File: src/hdl/appd_pkg.sv
// ----------------------------------------------------------------------------
// appd_pkg
// Shared types and constants of the adaptive peak pulse detector.
// ----------------------------------------------------------------------------
`default_nettype none

package appd_pkg;

  localparam int FACT_W    = 17;
  localparam int CFG_IDX_W = 3;
  localparam int HALF_Q16  = 32768;

  localparam logic [FACT_W-1:0] ONE_Q16 = 17'h10000;

  localparam logic [CFG_IDX_W-1:0] REG_INIT_THR = 3'd0;
  localparam logic [CFG_IDX_W-1:0] REG_REFR_MS  = 3'd1;
  localparam logic [CFG_IDX_W-1:0] REG_DECAY    = 3'd2;
  localparam logic [CFG_IDX_W-1:0] REG_WEIGHT   = 3'd3;

  localparam logic [15:0]       REFR_RST   = 16'd200;
  localparam logic [FACT_W-1:0] DECAY_RST  = 17'd65536;
  localparam logic [FACT_W-1:0] WEIGHT_RST = 17'd19661;
  localparam int                THR_RST    = 10240;

  typedef enum logic [1:0] {
    MUL_DECAY,
    MUL_INV_W,
    MUL_MAX_W
  } mul_sel_t;

  typedef struct packed {
    logic     load_in;
    logic     mul_en;
    mul_sel_t mul_sel;
    logic     test;
    logic     acc_ld;
    logic     blend;
    logic     out_ld;
  } cmd_t;

  typedef struct packed {
    logic close;
  } sts_t;

endpackage

`default_nettype wire

File: src/hdl/appd_ctrl.sv
// ----------------------------------------------------------------------------
// appd_ctrl
// Sequencer: steps one sample through decay, test and optional blend.
// ----------------------------------------------------------------------------
`default_nettype none

module appd_ctrl (
  input  wire logic          clk,
  input  wire logic          rst_n,
  input  wire logic          in_tvalid,
  output logic               in_tready,
  output logic               out_tvalid,
  input  wire logic          out_tready,
  output appd_pkg::cmd_t     cmd,
  input  wire appd_pkg::sts_t sts
);

  typedef enum logic [2:0] {
    S_IDLE,
    S_DECAY,
    S_TEST,
    S_MUL_A,
    S_MUL_B,
    S_BLEND,
    S_DONE
  } state_t;

  state_t state_r;
  logic   in_tready_r;
  logic   out_tvalid_r;

  assign in_tready  = in_tready_r;
  assign out_tvalid = out_tvalid_r;

  always_comb begin
    cmd         = '0;
    cmd.mul_sel = appd_pkg::MUL_DECAY;
    unique case (state_r)
      S_IDLE:  cmd.load_in = in_tvalid;
      S_DECAY: begin
        cmd.mul_en  = 1'b1;
        cmd.mul_sel = appd_pkg::MUL_DECAY;
      end
      S_TEST:  cmd.test = 1'b1;
      S_MUL_A: begin
        cmd.mul_en  = 1'b1;
        cmd.mul_sel = appd_pkg::MUL_INV_W;
      end
      S_MUL_B: begin
        cmd.mul_en  = 1'b1;
        cmd.acc_ld  = 1'b1;
        cmd.mul_sel = appd_pkg::MUL_MAX_W;
      end
      S_BLEND: cmd.blend = 1'b1;
      S_DONE:  cmd.out_ld = !out_tvalid_r || out_tready;
      default: cmd = '0;
    endcase
  end

  always_ff @(posedge clk) begin
    if (!rst_n) begin
      state_r      <= S_IDLE;
      in_tready_r  <= 1'b1;
      out_tvalid_r <= 1'b0;
    end else begin
      if (cmd.out_ld) begin
        out_tvalid_r <= 1'b1;
      end else if (out_tvalid_r && out_tready) begin
        out_tvalid_r <= 1'b0;
      end
      unique case (state_r)
        S_IDLE: begin
          if (in_tvalid) begin
            state_r     <= S_DECAY;
            in_tready_r <= 1'b0;
          end
        end
        S_DECAY: state_r <= S_TEST;
        S_TEST:  state_r <= sts.close ? S_MUL_A : S_DONE;
        S_MUL_A: state_r <= S_MUL_B;
        S_MUL_B: state_r <= S_BLEND;
        S_BLEND: state_r <= S_DONE;
        S_DONE: begin
          if (cmd.out_ld) begin
            state_r     <= S_IDLE;
            in_tready_r <= 1'b1;
          end
        end
        default: begin
          state_r     <= S_IDLE;
          in_tready_r <= 1'b1;
        end
      endcase
    end
  end

endmodule

`default_nettype wire

File: src/hdl/appd_dp.sv
// ----------------------------------------------------------------------------
// appd_dp
// Datapath: config registers, shared multiplier, window tracking, result.
// ----------------------------------------------------------------------------
`default_nettype none

module appd_dp #(
  parameter int SAMPLE_WIDTH = 24,
  parameter int TIME_WIDTH   = 32,
  parameter int CFG_DW       = 24
) (
  input  wire logic                           clk,
  input  wire logic                           rst_n,
  input  wire logic                           cfg_we,
  input  wire logic [appd_pkg::CFG_IDX_W-1:0] cfg_index,
  input  wire logic [CFG_DW-1:0]              cfg_data,
  input  wire logic signed [SAMPLE_WIDTH-1:0] sample_in,
  input  wire logic [TIME_WIDTH-1:0]          now_in,
  input  wire appd_pkg::cmd_t                 cmd,
  output appd_pkg::sts_t                      sts,
  output logic                                pulse_out,
  output logic signed [SAMPLE_WIDTH-1:0]      thr_out,
  output logic [TIME_WIDTH-1:0]               peak_time_out
);

  localparam int S  = SAMPLE_WIDTH;
  localparam int FW = appd_pkg::FACT_W;
  localparam int PW = S + FW + 1;
  localparam int SW = PW + 1;

  logic [15:0]       refr_r;
  logic [FW-1:0]     decay_r;
  logic [FW-1:0]     weight_r;

  logic signed [S-1:0]  thr_r;
  logic [TIME_WIDTH-1:0] last_peak_r;
  logic signed [S-1:0]  wmax_r;
  logic [TIME_WIDTH-1:0] wmax_ms_r;
  logic                 in_win_r;

  logic signed [S-1:0]  sample_r;
  logic [TIME_WIDTH-1:0] now_r;

  logic signed [PW-1:0] prod_r;
  logic signed [PW-1:0] acc_r;

  logic pulse_r;
  logic pulse_o_r;
  logic signed [S-1:0]  thr_o_r;
  logic [TIME_WIDTH-1:0] peak_o_r;

  logic [FW-1:0]         decay_sat;
  logic [FW-1:0]         w_sat;
  logic signed [S-1:0]   mul_a;
  logic signed [FW:0]    mul_f;
  logic signed [PW-1:0]  prod_nxt;
  logic signed [PW-1:0]  dec_rnd;
  logic signed [S-1:0]   thr_dec;
  logic signed [SW-1:0]  blend_sum;
  logic [TIME_WIDTH-1:0] since;
  logic                  open_cond;

  assign decay_sat = (decay_r > appd_pkg::ONE_Q16) ? appd_pkg::ONE_Q16 : decay_r;
  assign w_sat     = (weight_r > appd_pkg::ONE_Q16) ? appd_pkg::ONE_Q16 : weight_r;

  always_comb begin
    case (cmd.mul_sel)
      appd_pkg::MUL_DECAY: begin
        mul_a = thr_r;
        mul_f = $signed({1'b0, decay_sat});
      end
      appd_pkg::MUL_INV_W: begin
        mul_a = thr_r;
        mul_f = $signed({1'b0, appd_pkg::ONE_Q16 - w_sat});
      end
      appd_pkg::MUL_MAX_W: begin
        mul_a = wmax_r;
        mul_f = $signed({1'b0, w_sat});
      end
      default: begin
        mul_a = thr_r;
        mul_f = $signed({1'b0, decay_sat});
      end
    endcase
  end

  assign prod_nxt  = PW'(mul_a) * PW'(mul_f);
  assign dec_rnd   = prod_r + PW'(appd_pkg::HALF_Q16);
  assign thr_dec   = dec_rnd[S+15:16];
  assign blend_sum = SW'(acc_r) + SW'(prod_r) + SW'(appd_pkg::HALF_Q16);
  assign since     = now_r - last_peak_r;
  assign open_cond = (sample_r > thr_dec) && (since > TIME_WIDTH'(refr_r));

  assign sts.close = !open_cond && in_win_r;

  always_ff @(posedge clk) begin
    if (!rst_n) begin
      refr_r      <= appd_pkg::REFR_RST;
      decay_r     <= appd_pkg::DECAY_RST;
      weight_r    <= appd_pkg::WEIGHT_RST;
      thr_r       <= S'(appd_pkg::THR_RST);
      last_peak_r <= '0;
      wmax_r      <= '0;
      wmax_ms_r   <= '0;
      in_win_r    <= 1'b0;
    end else begin
      if (cfg_we) begin
        unique case (cfg_index)
          appd_pkg::REG_INIT_THR: thr_r    <= cfg_data[S-1:0];
          appd_pkg::REG_REFR_MS:  refr_r   <= cfg_data[15:0];
          appd_pkg::REG_DECAY:    decay_r  <= cfg_data[FW-1:0];
          appd_pkg::REG_WEIGHT:   weight_r <= cfg_data[FW-1:0];
          default: ;
        endcase
      end
      if (cmd.test) begin
        thr_r <= thr_dec;
        if (open_cond) begin
          if (!in_win_r || (sample_r > wmax_r)) begin
            wmax_r    <= sample_r;
            wmax_ms_r <= now_r;
          end
          in_win_r <= 1'b1;
        end else if (in_win_r) begin
          in_win_r    <= 1'b0;
          last_peak_r <= wmax_ms_r;
        end
      end
      if (cmd.blend) begin
        thr_r <= blend_sum[S+15:16];
      end
    end
  end

  always_ff @(posedge clk) begin
    if (cmd.load_in) begin
      sample_r <= sample_in;
      now_r    <= now_in;
    end
    if (cmd.mul_en) begin
      prod_r <= prod_nxt;
    end
    if (cmd.acc_ld) begin
      acc_r <= prod_r;
    end
    if (cmd.test) begin
      pulse_r <= sts.close;
    end
  end

  always_ff @(posedge clk) begin
    if (cmd.out_ld) begin
      pulse_o_r <= pulse_r;
      thr_o_r   <= thr_r;
      peak_o_r  <= last_peak_r;
    end
  end

  assign pulse_out     = pulse_o_r;
  assign thr_out       = thr_o_r;
  assign peak_time_out = peak_o_r;

endmodule

`default_nettype wire

File: src/hdl/adaptive_peak_pulse_detector.sv
// ----------------------------------------------------------------------------
// adaptive_peak_pulse_detector
// Adaptive-threshold peak detector for a filtered cardiogram sample stream.
//
// Input beats carry one sample and its millisecond timestamp; every input
// beat yields exactly one output beat with the pulse flag (tuser), the
// updated threshold and the time of the last confirmed peak.
// After the input beat is accepted, the sequencer runs decay, test and, on
// a window close, two extra products and a sum through one shared 24x18
// multiplier before out_tvalid rises. in_tready is high only while the
// sequencer is idle, so no new sample is taken until the last result has
// been loaded into the output register. The result sits in an output
// register; the next sample is accepted and processed while it waits, and
// the sequencer holds in its final step only if that register is still
// occupied and not being drained. Reset (synchronous, rst_n low) loads the
// register defaults, sets the threshold to 40.0 and clears window and peak
// state; no clearing pass. Configuration beats are always accepted; a write
// to register 0 also loads the working threshold. The user must let writes
// go in only while the block is idle; the block itself does not enforce it.
// ----------------------------------------------------------------------------
`default_nettype none

module adaptive_peak_pulse_detector #(
  parameter int SAMPLE_WIDTH = 24,
  parameter int TIME_WIDTH   = 32
) (
  input  wire logic                           clk,
  input  wire logic                           rst_n,
  input  wire logic                           in_tvalid,
  output logic                                in_tready,
  // [SAMPLE_WIDTH-1:0] sample_value, then now_ms, zero padded to bytes
  input  wire logic [((SAMPLE_WIDTH + TIME_WIDTH + 7) / 8) * 8 - 1:0] in_tdata,
  output logic                                out_tvalid,
  input  wire logic                           out_tready,
  // [SAMPLE_WIDTH-1:0] threshold_out, then peak_time_out, zero padded
  output logic [((SAMPLE_WIDTH + TIME_WIDTH + 7) / 8) * 8 - 1:0] out_tdata,
  // [0] pulse_found
  output logic                                out_tuser,
  input  wire logic                           cfg_valid,
  output logic                                cfg_ready,
  input  wire logic [appd_pkg::CFG_IDX_W-1:0] cfg_index,
  input  wire logic [((SAMPLE_WIDTH > appd_pkg::FACT_W) ? SAMPLE_WIDTH
                                                        : appd_pkg::FACT_W) - 1:0] cfg_data
);

  localparam int IN_TDW  = ((SAMPLE_WIDTH + TIME_WIDTH + 7) / 8) * 8;
  localparam int OUT_TDW = ((SAMPLE_WIDTH + TIME_WIDTH + 7) / 8) * 8;
  localparam int CFG_DW  = (SAMPLE_WIDTH > appd_pkg::FACT_W) ? SAMPLE_WIDTH
                                                             : appd_pkg::FACT_W;

  appd_pkg::cmd_t cmd;
  appd_pkg::sts_t sts;

  logic signed [SAMPLE_WIDTH-1:0] thr_out;
  logic [TIME_WIDTH-1:0]          peak_time;

  assign cfg_ready = 1'b1;

  appd_ctrl u_ctrl (
    .clk        (clk),
    .rst_n      (rst_n),
    .in_tvalid  (in_tvalid),
    .in_tready  (in_tready),
    .out_tvalid (out_tvalid),
    .out_tready (out_tready),
    .cmd        (cmd),
    .sts        (sts)
  );

  appd_dp #(
    .SAMPLE_WIDTH (SAMPLE_WIDTH),
    .TIME_WIDTH   (TIME_WIDTH),
    .CFG_DW       (CFG_DW)
  ) u_dp (
    .clk           (clk),
    .rst_n         (rst_n),
    .cfg_we        (cfg_valid && cfg_ready),
    .cfg_index     (cfg_index),
    .cfg_data      (cfg_data),
    .sample_in     (in_tdata[SAMPLE_WIDTH-1:0]),
    .now_in        (in_tdata[SAMPLE_WIDTH+TIME_WIDTH-1:SAMPLE_WIDTH]),
    .cmd           (cmd),
    .sts           (sts),
    .pulse_out     (out_tuser),
    .thr_out       (thr_out),
    .peak_time_out (peak_time)
  );

  assign out_tdata = OUT_TDW'({peak_time, thr_out});

  a_accept_blocks: assert property (@(posedge clk) disable iff (!rst_n)
    (in_tvalid && in_tready) |=> !in_tready)
    else $error("input accepted twice in a row");

  a_out_load: assert property (@(posedge clk) disable iff (!rst_n)
    cmd.out_ld |=> out_tvalid)
    else $error("result load did not raise out_tvalid");

  a_blend_seq: assert property (@(posedge clk) disable iff (!rst_n)
    cmd.acc_ld |=> cmd.blend)
    else $error("blend sum not following accumulator load");

  a_cmd_excl: assert property (@(posedge clk) disable iff (!rst_n)
    $onehot0({cmd.load_in, cmd.test, cmd.acc_ld, cmd.blend, cmd.out_ld}))
    else $error("sequencer commands overlap");

endmodule

`default_nettype wire

File: config.mk
export PLATFORM = sky130hd
export DESIGN_NAME = adaptive_peak_pulse_detector
export DESIGN_NICKNAME = d
export VERILOG_FILES = /design/src/hdl/appd_pkg.sv /design/src/hdl/appd_ctrl.sv /design/src/hdl/appd_dp.sv /design/src/hdl/adaptive_peak_pulse_detector.sv
export SDC_FILE = /design/constraint.sdc
export NUM_CORES = 2
export LEC_CHECK = 0
export BUFFER_PORTS_ARGS = -buffer_cell sky130_fd_sc_hd__clkbuf_2
export CAP_MARGIN = 20
export CORE_MARGIN = 2
export CORE_UTILIZATION = 55
export CTS_CLUSTER_SIZE = 24
export DETAILED_ROUTE_END_ITERATION = 16
export GPL_TIMING_DRIVEN = 0
export PLACE_DENSITY = 0.76
export RECOVER_POWER = 50
export SLEW_MARGIN = 20
export SYNTH_ARGS = -nofsm -noshare
export SYNTH_HDL_FRONTEND = slang
export SYNTH_SLANG_ARGS = --single-unit
File: constraint.sdc
create_clock -name clk -period 11.46 [get_ports clk]
set_input_delay 1.719 -clock clk [delete_from_list [all_inputs] [get_ports clk]]
set_output_delay 1.719 -clock clk [all_outputs]
set_load 0.02 [all_outputs]
; ---- Yosys cells after proc, flatten, opt, wreduce, memory -nomap -nowiden
; Index checks and enable logic that the tools add are counted.
[classes]
reduce_logical = 22
n_lt_le_gt_ge = 5
eq_ne = 13
muxes = 24
bitwise = 2
multipliers = 1
addsub = 5
[ops]
columns = cell, n
row1 = $mux W24, 5
row2 = $add A40 B17 Y40 const B, 2
row3 = $gt A24 B24 Y1, 2
row4 = $add A40 B40 Y40, 1
row5 = $mul A24 B18 Y40, 1
row6 = $gt A17 B17 Y1 const B, 2
row7 = $mux W17, 2
row8 = $pmux W17 S2, 1
row9 = $gt A32 B16 Y1, 1
row10 = $sub A32 B32 Y32, 1
row11 = $pmux W3 S7, 1
row12 = $sub A17 B17 Y17 const A, 1
row13 = $eq A3 B2 Y1 const B, 4
row14 = $mux W1, 10
row15 = $reduce_and A2 Y1, 5
row16 = $eq A3 B3 Y1 const B, 3
row17 = $mux W3, 3
row18 = $pmux W3 S3, 1
row19 = $reduce_and A3 Y1, 3
row20 = $eq A3 B1 Y1 const B, 2
row21 = $logic_not A3 Y1, 2
row22 = $reduce_bool A3 Y1, 2
row23 = $reduce_or A5 Y1, 1
row24 = $ne A2 B2 Y1 const B, 2
row25 = 8 further kinds, 14
[totals]
inputBits = 88
out_inout_bits = 60
register_bits = 362

; ---- Longest topological paths before layout
[depth]
ltp_word = 7
depth_mapped = 40
mapped_depth_nobuf = 37

; ---- Hierarchy
; From an unflattened synthesis, not the netlist that was laid out.
[unflattened]
cells_unflattened = 3497
hier_area_um2 = 33263.2
[by_module_without_submodules]
columns = mod, area_each_um2, cells_each, instances
row1 = appd_dp, 32919.1, 3457, 1
row2 = appd_ctrl, 332.8, 38, 1
row3 = adaptive_peak_pulse_detector, 11.3, 2, 1

; ---- Least setup slack after synthesis
; OpenSTA, ideal clock, no wires.
[synth_timing]
kind = flip-flop to flip-flop
startpoint = register u_dp.weight_r[4]
endpoint = register u_dp.prod_r[39], data pin
stages_incl_launch_ff = 37
setup_time_ps = 259
t_arrival_ps = 8751
setup_slack_ps = 2450
cell_sequence = dfxtp_1 -> clkbuf_1 -> or4b_4 -> or4_4 -> or2_4 -> o21ai_4 -> buf_4 -> nand2_1 -> ha_1 -> clkbuf_1 -> nand2_1 -> or3_1 -> o221ai_1 -> a222oi_1 -> buf_2 -> nor2_1 -> fa_1 -> inv_1 -> fa_1 -> fa_1 -> inv_1 -> fa_1 -> fa_1 -> inv_1 -> fa_1 -> inv_1 -> ha_1 -> a21oi_1 -> o21bai_1 -> a211oi_1 -> nor2b_1 -> and3_1 -> a211oi_1 -> o31ai_1 -> a21o_1 -> a21oi_1 -> xnor2_1
[synth_between]
elab_chain_cells = 5
[synth_rtl]
columns = item, line_no
row1 = "start, declared", appd_dp.sv:33  ; logic [FW-1:0] weight_r;
row2 = "start signal, assigned", appd_dp.sv:100  ; weight_r <= appd_pkg::WEIGHT_RST;
row3 = "start signal, assigned", appd_dp.sv:112  ; appd_pkg::REG_WEIGHT: weight_r <= cfg_data[FW-1:0];
row4 = $gt A17 B17 Y1, appd_dp.sv:64  ; assign w_sat = (weight_r > appd_pkg::ONE_Q16) ? appd_pkg::ONE_Q16 : weight_r;
row5 = $mux W17 *, appd_dp.sv:64
row6 = $sub A17 B17 Y17, appd_dp.sv:74  ; mul_f = $signed({1'b0, appd_pkg::ONE_Q16 - w_sat});
row7 = $pmux W17 S2 *, appd_dp.sv:67  ; case (cmd.mul_sel)
row8 = $mul A24 B18 Y40 *, appd_dp.sv:87  ; assign prod_nxt = PW'(mul_a) * PW'(mul_f);
row9 = named net u_dp.prod_nxt[39], appd_dp.sv:56  ; logic signed [PW-1:0] prod_nxt;
row10 = "end signal, assigned", appd_dp.sv:141  ; prod_r <= prod_nxt;
row11 = "end, declared", appd_dp.sv:44  ; logic signed [PW-1:0] prod_r;
; Mark *: on every way through the listed nets, which the timed path passes. The rest lies on a longest branch.
; A chain may end at the register's enable or synchronous reset.

; ---- Worst setup path after layout
; Ends and elaborated chain as after synthesis.

==> metrics.md <==
| Metric | Value |
|---|---|
| Hold/Removal Path Class | `flop to flop` |
| Final ANT Viol Nets | `0` |
| CTS Buf Count | `36` |
| Layout cells sized above 1 | `0.0678` |
| Critical Path Sink Type | `flop` |
| R2R Path End | `u_dp.prod_r[39]` |
| Dpl hpwl | `79.1 mm` |
| Post-synth EDFFs | `194` |
| Tmin final | `roughly 11 ns` |
| First drt pass iteration count | `7` |
| Violated checks | `max-capacitance violations, max-slew violations` |
| Crit path top cell by count | `fa_1` |
| Synth area leader | `fa_1` |
| Hold_sp | `u_dp.pulse_r` |
| Clock-pin slew on the worst setup and hold paths | `around 0.07 ns` |
| Die area | `0.0623 mm²` |
| Clock Skew | `0.0306 ns` |
| Global-route wire length before repair | `150 mm` |
| Syn nets | `4286` |
| Mapped Cells | `3539` |
| Leak pwr | `16.4 nW` |
| Worst Reg2Reg Path Length in Cells | `35` |
| Die Y-Extent | `250 µm` |
| Final hold vios | `0` |
| CTS tree | `done` |
| Initial Util | `0.552` |
| Worst path max stage delay | `0.57 ns` |
| Antenna diodes | `0` |
| Crit start category | `flop` |
| Pwr dens | `120 mW/mm²` |
| Placed cell areas | `approximately 0.035 mm²` |
| Row cnt | `90` |
| Worst vdd ir | `around 0.083 mV` |
| Proportion of netlist area held by the largest area contributor | `0.235` |
| Flop2flop setup slack | `0.45 ns` |
| Fin area | `0.0362 mm²` |
| WHS Endpoint | `u_dp.pulse_out` |
| GP Congestion | `1.03` |
| Clk buf depth | `3` |
| Avg Vias per Cell | `5.77` |
| DR vias | `~26000` |
| Period utilization | `0.960` |
| Worst-Margin Slew | `2.12 ns` |
| Max-cap viol count | `3` |
| Hold depth | `0` |
| Sequential share of the synthesized area | `0.277` |
| Clk root buf | `clkbuf_16` |
| Routed WL | `97.2 mm` |
| Status | `finished, violations left` |
| Fin Setup TNS | `0 ns` |
| Starting DRT DRC Count | `~2300` |
| Synth Flop Type | `edfxtp_1` |
| H-tree lvl count | `2` |
| Ys async rst share | `0` |
| Crit path DAT | `11.32 ns` |
| Distinct cells, synth | `just over 80` |
| Pin count of the biggest net entering global routing | `35` |
| Yosys warning total | `0` |
| Commonest cells after routing, fill and taps aside | `583 x nand2_1, 562 x inv_1, 390 x fa_1` |
| # DRC | `0` |
| Grt ovf | `0` |
| Highest Clock Rate | `just over 90 MHz` |
| RR Startpoint | `u_dp.weight_r[4]` |
| WP data required | `between 10 and 15 ns` |
| Core area | `0.0600 mm²` |
| Tot GR Track Use | `0.315` |
| Leading cell type in the layout, fill and taps excluded | `nand2_1` |
| Initial antenna violation count | `2` |
| Die Wd | `250 µm` |
| Max-slew violation count | `78` |
| Port buffer count | `145` |
| Setup violators final | `0` |
| Sink Count | `362` |
| Tot Pwr | `4.36 mW` |
| Vias in the first global route | `26198` |
| Register bit total from synthesis | `approximately 360` |
| Slew headroom | `-0.415` |
| RSZ-0062 raised after global routing | `false` |
| Crit Path Category | `flop to flop` |
| Setup Buffers After CTS | `0` |
| Per-cell routed wire length | `21.4 µm` |
| Clock Latency Late Sink | `0.56 ns` |
| CP max stage cell | `or4b_4` |
| Post-synthesis instance area | `0.0332 mm²` |
| Net count, final | `4480` |
| Most area-consuming cells after synthesis | `fa_1 24%, edfxtp_1 18%, ha_1 10%, dfxtp_1 10%, nand2_1 6.6%` |
| Mapped Avg Cell Area | `9.37 µm²` |
| Max Fanout on Critical Path | `10` |
| Area Overhead vs Synth | `9.23%` |
| I/O pin count | `148` |
cell type report:
class,instances,area (µm²)
well taps,782,978
fillers,5099,23800
clock buffers,47,1020
inverters,563,2110
flip-flops and latches,362,9190
plain buffers,123,542
repair buffers,156,791
clock inverters,19,221
multi-input cells,2491,21400
worst max-delay path, delay by kind of cell, from the launching register on:
kind	cells	cell delay (ns)
buffers and inverters	8	1.48
xor gates and xnor gates	1	0.26
adders and majority gates	8	3.77
and+or+nand+nor	7	2.05
AOI/OAI and AO/OA	11	2.90
DFF	1	0.30
metal layers:
metal	wire length (µm)	global-route usage	vias to the layer above
li1	-	-	11917
met1	38400	0.408	12801
met2	44600	0.510	1235
met3	8900	0.0598	255
met4	5260	0.150	2
met5	10	0	-
timing repair:
item,in CTS,in global routing
pin swaps,0,0
setup endpoints to repair,1,2
hold buffers,0,0
resized for setup,1,2
worst max path at each step:
| stage | from | end | slack, ns | depth (start not counted) |
|---|---|---|---|---|
| floorplan | u_dp.weight_r[4] | u_dp.prod_r[39] | 2.45 | 36 |
| global placement | u_dp.weight_r[4] | u_dp.prod_r[39] | -0.74 | 35 |
| detailed placement | u_dp.weight_r[4] | u_dp.prod_r[39] | 0.02 | 33 |
| CTS | u_dp.weight_r[4] | u_dp.prod_r[39] | 0.18 | 35 |
| global route | u_dp.weight_r[4] | u_dp.prod_r[39] | 0.08 | 35 |
| finish | u_dp.weight_r[4] | u_dp.prod_r[39] | 0.45 | 35 |
metrics by stage:
| stage | util | cells | worst slack (ns) | hold slack (ns) |
|---|---|---|---|---|
| after CTS | 0.605 | 4543 | 0.176 | 0.430 |
| after global placement | 0.581 | 4466 | -0.737 | 0.403 |
| final | 0.604 | 4543 | 0.454 | 0.445 |
| after detailed placement | 0.585 | 4477 | 0.0227 | 0.415 |
| after floorplan | - | 3539 | 2.45 | 0.400 |
| after global routing | 0.604 | 4543 | 0.0806 | 0.444 |
synthesized netlist by cell type (all sizes together) (22+ instances only):
cell	number
nand4	22
a21oi	105
nor2b	22
buf	26
mux2i	123
dfxtp	168
xor2	41
nor2	289
edfxtp	194
ha	269
xnor2	59
nand2	583
o21ai	119
a21boi	48
a21o	47
nand3	53
nor3	32
and2	23
nand2b	28
clkbuf	97
fa	390
inv	562
o22ai	26
kinds of logic (layout without fill, tap and decap cells):
logic type | after synthesis | after routing | synth area share
compound gates | 486 | 486 | 0.0972
flops | 362 | 362 | 0.277
mux | 125 | 125 | 0.0378
buf+inv | 686 | 908 | 0.0801
simple gates | 1120 | 1120 | 0.144
xor+xnor | 100 | 100 | 0.0264
fa+ha+maj | 659 | 659 | 0.337
other cells | 1 | 1 | 0.000113
flip-flops by register name, indices dropped and copies added, names as in the netlist:
name,flops
u_dp.acc_r,40
u_dp.sample_r,24
u_dp.wmax_r,24
u_dp.refr_r,16
u_dp.thr_r,24
u_ctrl.in_tready,1
u_dp.prod_r,40
u_dp.wmax_ms_r,32
u_dp.thr_out,24
u_dp.peak_time_out,32
u_dp.in_win_r,1
u_dp.last_peak_r,32
u_dp.pulse_r,1
u_dp.weight_r,17
u_dp.now_r,32
u_ctrl.out_tvalid,1
u_dp.pulse_out,1
u_ctrl.state_r,3
u_dp.decay_r,17
where the power goes:
group | leakage (nW) | total (mW) | internal, mW | switching (mW)
registers | 3.11 | 1.60 | 1.49 | 0.102
clock network | 0.602 | 1.26 | 0.725 | 0.536
logic | 12.6 | 1.51 | 0.543 | 0.964
No activity file was read; power rests on OpenSTA's default activity.
